[src/rtl/core/assert_macros.svh]
// Assertion helpers shared by the core's modules.
`ifndef ASSERT_MACROS_SVH
`define ASSERT_MACROS_SVH

// Check a property on every rising clock edge outside reset.
`define CLAFC_ASSERT(lbl, clk, rst, prop) \
   lbl: assert property (@(posedge clk) disable iff (rst) prop) \
      else $error("%m: assertion failed");

// Check that a condition never holds on a rising clock edge outside reset.
`define CLAFC_NEVER(lbl, clk, rst, cond) \
   lbl: assert property (@(posedge clk) disable iff (rst) !(cond)) \
      else $error("%m: forbidden condition seen");

`endif

[src/rtl/core/clafc_pkg.sv]
`default_nettype none
package clafc_pkg;

   localparam int FEATURES    = 64;
   localparam int VALUE_LANES = 4;
   localparam int MAX_LANES   = 4;
   localparam int FEAT_IDX_W  = (FEATURES > 1) ? $clog2(FEATURES) : 1;
   localparam logic [8:0] FEATURES_LIM = 9'(FEATURES);

   localparam int QDEPTH  = 2;
   localparam int QPTR_W  = 1;
   localparam int QCNT_W  = 2;

   localparam logic signed [33:0] MAX32_W = 34'sd2147483647;
   localparam logic signed [33:0] MIN32_W = -34'sd2147483648;
   localparam logic signed [48:0] MAX48_W = 49'sd140737488355327;
   localparam logic signed [48:0] MIN48_W = -49'sd140737488355328;

   typedef struct packed {
      logic                          first_step;
      logic [5:0]                    feature_index;
      logic                          in_range;
      logic [15:0]                   query_feature;
      logic [15:0]                   key_feature;
      logic [VALUE_LANES-1:0][15:0]  value;
      logic                          last_feature;
   } item_type;

   typedef enum logic [1:0] {
      BK_IDLE,
      BK_READ,
      BK_MUL,
      BK_ACC
   } back_state_type;

   function automatic logic signed [31:0] sat32(input logic signed [33:0] v);
      if (v > MAX32_W) begin
         return 32'sh7FFFFFFF;
      end else if (v < MIN32_W) begin
         return 32'sh80000000;
      end else begin
         return v[31:0];
      end
   endfunction

   function automatic logic signed [47:0] sat48(input logic signed [48:0] v);
      if (v > MAX48_W) begin
         return 48'sh7FFFFFFFFFFF;
      end else if (v < MIN48_W) begin
         return 48'sh800000000000;
      end else begin
         return v[47:0];
      end
   endfunction

endpackage
`default_nettype wire

[src/rtl/core/clafc_queue.sv]
`default_nettype none
`include "assert_macros.svh"
module clafc_queue
   import clafc_pkg::*;
(
   input  wire logic clock,
   input  wire logic reset,
   input  wire logic push_valid,
   output logic      push_ready,
   input  item_type  push_item,
   output logic      head_valid,
   input  wire logic pop,
   output item_type  head_item
);

   item_type             slot_ff [QDEPTH];
   logic [QPTR_W-1:0]    wr_ptr_ff, wr_ptr_in;
   logic [QPTR_W-1:0]    rd_ptr_ff, rd_ptr_in;
   logic [QCNT_W-1:0]    count_ff, count_in;
   logic                 push;

   assign push_ready = (count_ff != QCNT_W'(QDEPTH));
   assign head_valid = (count_ff != '0);
   assign head_item  = slot_ff[rd_ptr_ff];
   assign push       = push_valid && push_ready;

   always_comb begin
      wr_ptr_in = push ? wr_ptr_ff + 1'b1 : wr_ptr_ff;
      rd_ptr_in = pop  ? rd_ptr_ff + 1'b1 : rd_ptr_ff;
      count_in  = count_ff;
      if (push && !pop) begin
         count_in = count_ff + 1'b1;
      end else if (pop && !push) begin
         count_in = count_ff - 1'b1;
      end
   end

   always_ff @(posedge clock) begin
      if (reset) begin
         wr_ptr_ff <= '0;
         rd_ptr_ff <= '0;
         count_ff  <= '0;
      end else begin
         wr_ptr_ff <= wr_ptr_in;
         rd_ptr_ff <= rd_ptr_in;
         count_ff  <= count_in;
      end
   end

   always_ff @(posedge clock) begin
      if (push) begin
         slot_ff[wr_ptr_ff] <= push_item;
      end
   end

   `CLAFC_ASSERT(a_count_bound, clock, reset, count_ff <= QCNT_W'(QDEPTH))
   `CLAFC_NEVER(a_pop_empty, clock, reset, pop && (count_ff == '0))
   `CLAFC_ASSERT(a_count_track, clock, reset, (push && !pop) |=> (count_ff == $past(count_ff) + 1'b1))

endmodule
`default_nettype wire

[config.mk]
export PLATFORM = sky130hd
export DESIGN_NAME = clafc_queue
export DESIGN_NICKNAME = d
export VERILOG_FILES = /design/src/rtl/core/clafc_pkg.sv /design/src/rtl/core/clafc_queue.sv
export VERILOG_INCLUDE_DIRS = /design/src /design/src/rtl/core
export SDC_FILE = /design/constraint.sdc
export NUM_CORES = 1
export LEC_CHECK = 0
export ABC_AREA = 0
export BUFFER_PORTS_ARGS = -buffer_cell sky130_fd_sc_hd__buf_2
export CORE_UTILIZATION = 55
export DETAILED_ROUTE_END_ITERATION = 7
export PLACE_DENSITY = 0.83
export SYNTH_ARGS = -nofsm -noshare
export SYNTH_HDL_FRONTEND = slang
export SYNTH_SLANG_ARGS = --single-unit
[constraint.sdc]
create_clock -name clock -period 6.53 [get_ports clock]
set_input_delay 0.3265 -clock clock [delete_from_list [all_inputs] [get_ports clock]]
set_output_delay 0.3265 -clock clock [all_outputs]
set_load 0.02 [all_outputs]
==> summary.log <==
qor: status.status complete, no violations
qor: synth.synth.distinct_cells 22
qor: timing.finalClockSkew 0.00547 ns
qor: clock_tree.post_cts_resize_count 0
qor: clock_tree.clockBufferDepth 3
qor: critical_path.cp_top_family buffers and inverters
qor: die.floorplan.initialDensity 57.1%
qor: clock_tree.clock_root_buffer sky130_fd_sc_hd__clkbuf_16
qor: die.floorplan.die_area 15100 um2
qor: power.seq_pwr_share 51.4%
qor: synth.async_flop_share 0%
qor: synth.synthCells 351
qor: route.drt.antenna.violating_nets 0
qor: timing.finalSetupViolCount 0
qor: critical_path.critical_path_end_type primary output
qor: route.post_drt_via_cell_ratio 5.22
qor: route.routedWlPerCell 18.2 um
qor: timing.timing.final.max_slew_violations 0
qor: clock_tree.clock_sink_count 215
qor: global_route.grt.total_usage 18.5%
qor: die.core_area 14100 um2
qor: global_route.grt.busiest_layer met2
qor: die.die_h 123 um
qor: critical_path.critPathArrivalTime 2.79 ns
qor: critical_path.crit_path_cell_trace buf_4 > mux2_2 > buf_2
qor: synth.synth.ff_latch_count 215
qor: synth.post_synth_and_or_nand_nor_area_fraction 0.622%
qor: global_route.maximum_number_of_pins_on_one_net_before_global_route_repair 77
qor: route.first_pass_iteration_count_of_the_detailed_router 4
qor: power.switching_power 0.826 mW
qor: synth.post_synth_most_frequent_cells sky130_fd_sc_hd__edfxtp_1 (210), sky130_fd_sc_hd__mux2_2 (55), sky130_fd_sc_hd__mux2_4 (50)
qor: route.initialDrtViolationCount 270
qor: timing.ratio_of_final_minimum_period_to_clock_period 47.7%
qor: min_path.min_path_type in -> reg
qor: power.power_frac_clock 32.7%
qor: finish.post_route_cells_drive_above_1_share 60.0%
qor: critical_path.critical_path_buf_inv_count 2
qor: critical_path.critPathSlowestCell sky130_fd_sc_hd__buf_4
qor: synth.synth-compound-area-share 0.311%
qor: place.buffer_ports.inserted 215
qor: clock_tree.total_number_of_h_tree_levels 1
qor: synth.synth_sequential_area_ratio 79.6%
qor: timing.timing.final.hold_violations 0
qor: route.detail_route.drc_violations 0
qor: die.die_outline_width 123 um
qor: synth.yosys_warnings 0
qor: synth.post_synth_instance_area 8050 um2
qor: critical_path.worst_setup_path_start_kind register
qor: clock_tree.tritoncts_clock_tree built
qor: finish.postLayoutCellArea 9860 um2
qor: timing.totalNegativeSetupSlack 0 ns
qor: synth.synth.avg_cell_area 22.9 um2
qor: power.static-leakage-power 3.81 nW
qor: global_route.groute.layer.met2.usage 32.1%
qor: synth.synth_top_area_share 78.3%
qor: global_route.grt_antenna_before_repair 1
qor: job.max-cap-violations 0
qor: power.max-vdd-ir-drop 249 uV
qor: synth.synth_top_family_by_area multiplexers
qor: synth.yosys.area_share.xor_xnor 0.326%
qor: clock_tree.clk_pin_slew 0.06 ns
qor: synth.synthAdderAreaFrac 0.155%
qor: route.postRouteWirelength 14100 um
qor: synth.synth.largest_area_cell sky130_fd_sc_hd__edfxtp_1
qor: synth.netlist_top_cells_area sky130_fd_sc_hd__edfxtp_1 (78%), sky130_fd_sc_hd__mux2_4 (9.3%), sky130_fd_sc_hd__mux2_2 (7.7%)
qor: synth.ys.flop_type sky130_fd_sc_hd__edfxtp_1
qor: timing.achievable-frequency 0.321 GHz
qor: power.power.share.switching 24.7%
qor: finish.layout-area-overhead-vs-synth 22.5%
qor: route.via_count 4049
qor: critical_path.critPathMaxStageDelay 0.92 ns
qor: timing.worst_case_headroom_to_the_max_slew_limit 25.7%
qor: clock_tree.clock_latency 0.48 ns
qor: clock_tree.post_cts_hold_buffer_count 0
qor: clock_tree.cts_buffers 21
qor: die.io_pins 216
qor: timing.worst_slew_pin_slew 1.11 ns
qor: synth.mappedNetlistNets 461
qor: die.row_count 43
qor: place.dpl-instance-area 9230 um2
qor: critical_path.timing.critical_path.required 6.20 ns
qor: place.detailed_place_hpwl 9290 um
qor: timing.period_needed 3.11 ns
qor: power.power_density 339 nW/um2
qor: critical_path.timing.critical_path.fanout_max 76
qor: global_route.global_route.usage.met3 6.04%
qor: finish.final_util 70.0%
qor: synth.synth-edff-count 210
qor: place.placed_cells 737
qor: synth.synth_most_common_cell sky130_fd_sc_hd__edfxtp_1
qor: timing.rsz_0062_raised_after_global_routing no
qor: critical_path.critPathKind reg -> out
qor: finish.instances_no_fill 775
qor: power.totalPowerFinal 3.35 mW
qor: clock_tree.post_cts_setup_repair_bufs 0
qor: power.p_int 2.52 mW
qor: power.power.share.combinational 16.0%
qor: global_route.overflow_left_after_global_routing 0
qor: place.gp_congestion 0.708
qor: global_route.grtUsageMet1 22.0%
qor: synth.post_synth_mux_area_share 17.0%
qor: finish.fin_nets 690
qor: global_route.grt_pass1_vias 4182
qor: global_route.global_route_wire_length_before_repair 20900 um
metrics by stage:
step                hold WS (ns)  worst slack, ns
global route             0.00743             3.29
finish                    0.0296             3.42
floorplan                  0.396             2.86
detailed placement         0.506             3.89
global placement           0.477             3.92
CTS                      0.00614             3.38
logic make-up (layout without fill, tap and decap cells):
group                      Yosys count  in the layout
buffers and inverters               14            256
other                                0              2
and+or+nand+nor                      9              9
DFF                                215            215
muxes                              105            105
xor gates and xnor gates             3              3
adders and majority gates            1              1
AOI/OAI and AO/OA                    4              4
path summary, 6_finish.rpt:
kind	endpoint	start	cells after the start	slack, ns
min	slot_ff[1][53]$_DFFE_PP_	push_item[53]	1	0.03
max reg2reg	slot_ff[0][55]$_DFFE_PP_	count_ff[0]$_SDFFE_PP0P_	4	4.08
min reg2reg	count_ff[1]$_SDFFE_PP0P_	count_ff[1]$_SDFFE_PP0P_	2	0.51
max	head_item[3]	register	3	3.42
power by group through the flow:
stage	Sequential [mW]	Clock (mW)	Combinational, mW
2_1_floorplan	1.74	0	0.382
3_3_place_gp	1.74	0	0.527
3_5_place_dp	1.75	0	0.538
4_1_cts	1.72	1.12	0.542
5_1_grt	1.73	1.17	0.573
6_report	1.72	1.09	0.534
routing by layer:
layer | wire [um] | vias to the layer above | part of all wire [%]
met5 | 0 | - | 0
met4 | 312 | 0 | 2.2
met3 | 1370 | 24 | 9.7
met2 | 6980 | 192 | 49
met1 | 5450 | 1974 | 39
li1 | - | 1859 | -
placed cells by master, fill, tap and decap left out, types with 2 or more instances in the layout:
| cell | instances |
|---|---|
| sky130_fd_sc_hd__mux2_4 | 50 |
| sky130_fd_sc_hd__clkbuf_16 | 21 |
| sky130_fd_sc_hd__dfxtp_1 | 4 |
| sky130_fd_sc_hd__clkinv_2 | 3 |
| sky130_fd_sc_hd__edfxtp_1 | 210 |
| sky130_fd_sc_hd__diode_2 | 2 |
| sky130_fd_sc_hd__clkinv_1 | 7 |
| sky130_fd_sc_hd__xor2_1 | 2 |
| sky130_fd_sc_hd__buf_2 | 215 |
| sky130_fd_sc_hd__mux2_2 | 55 |
| sky130_fd_sc_hd__a21oi_1 | 2 |
| sky130_fd_sc_hd__nor2_1 | 3 |
| sky130_fd_sc_hd__buf_4 | 3 |
layout make-up:
type / instances / area (um2)
clock buffers: 22 / 529
diodes: 2 / 5.00
repair buffers: 218 / 1100
flip-flops and latches: 215 / 6410
clock inverters: 14 / 96.3
well taps: 180 / 225
multi-input cells: 122 / 1490
fillers: 900 / 4230
inverters: 2 / 10.0
state kept, by name (all words and copies together), names as in the netlist, named ones only:
signal     cells
slot_ff      210
rd_ptr_ff      1
count_ff       2
wr_ptr_ff      1
No activity file was read; power rests on OpenSTA's default activity.
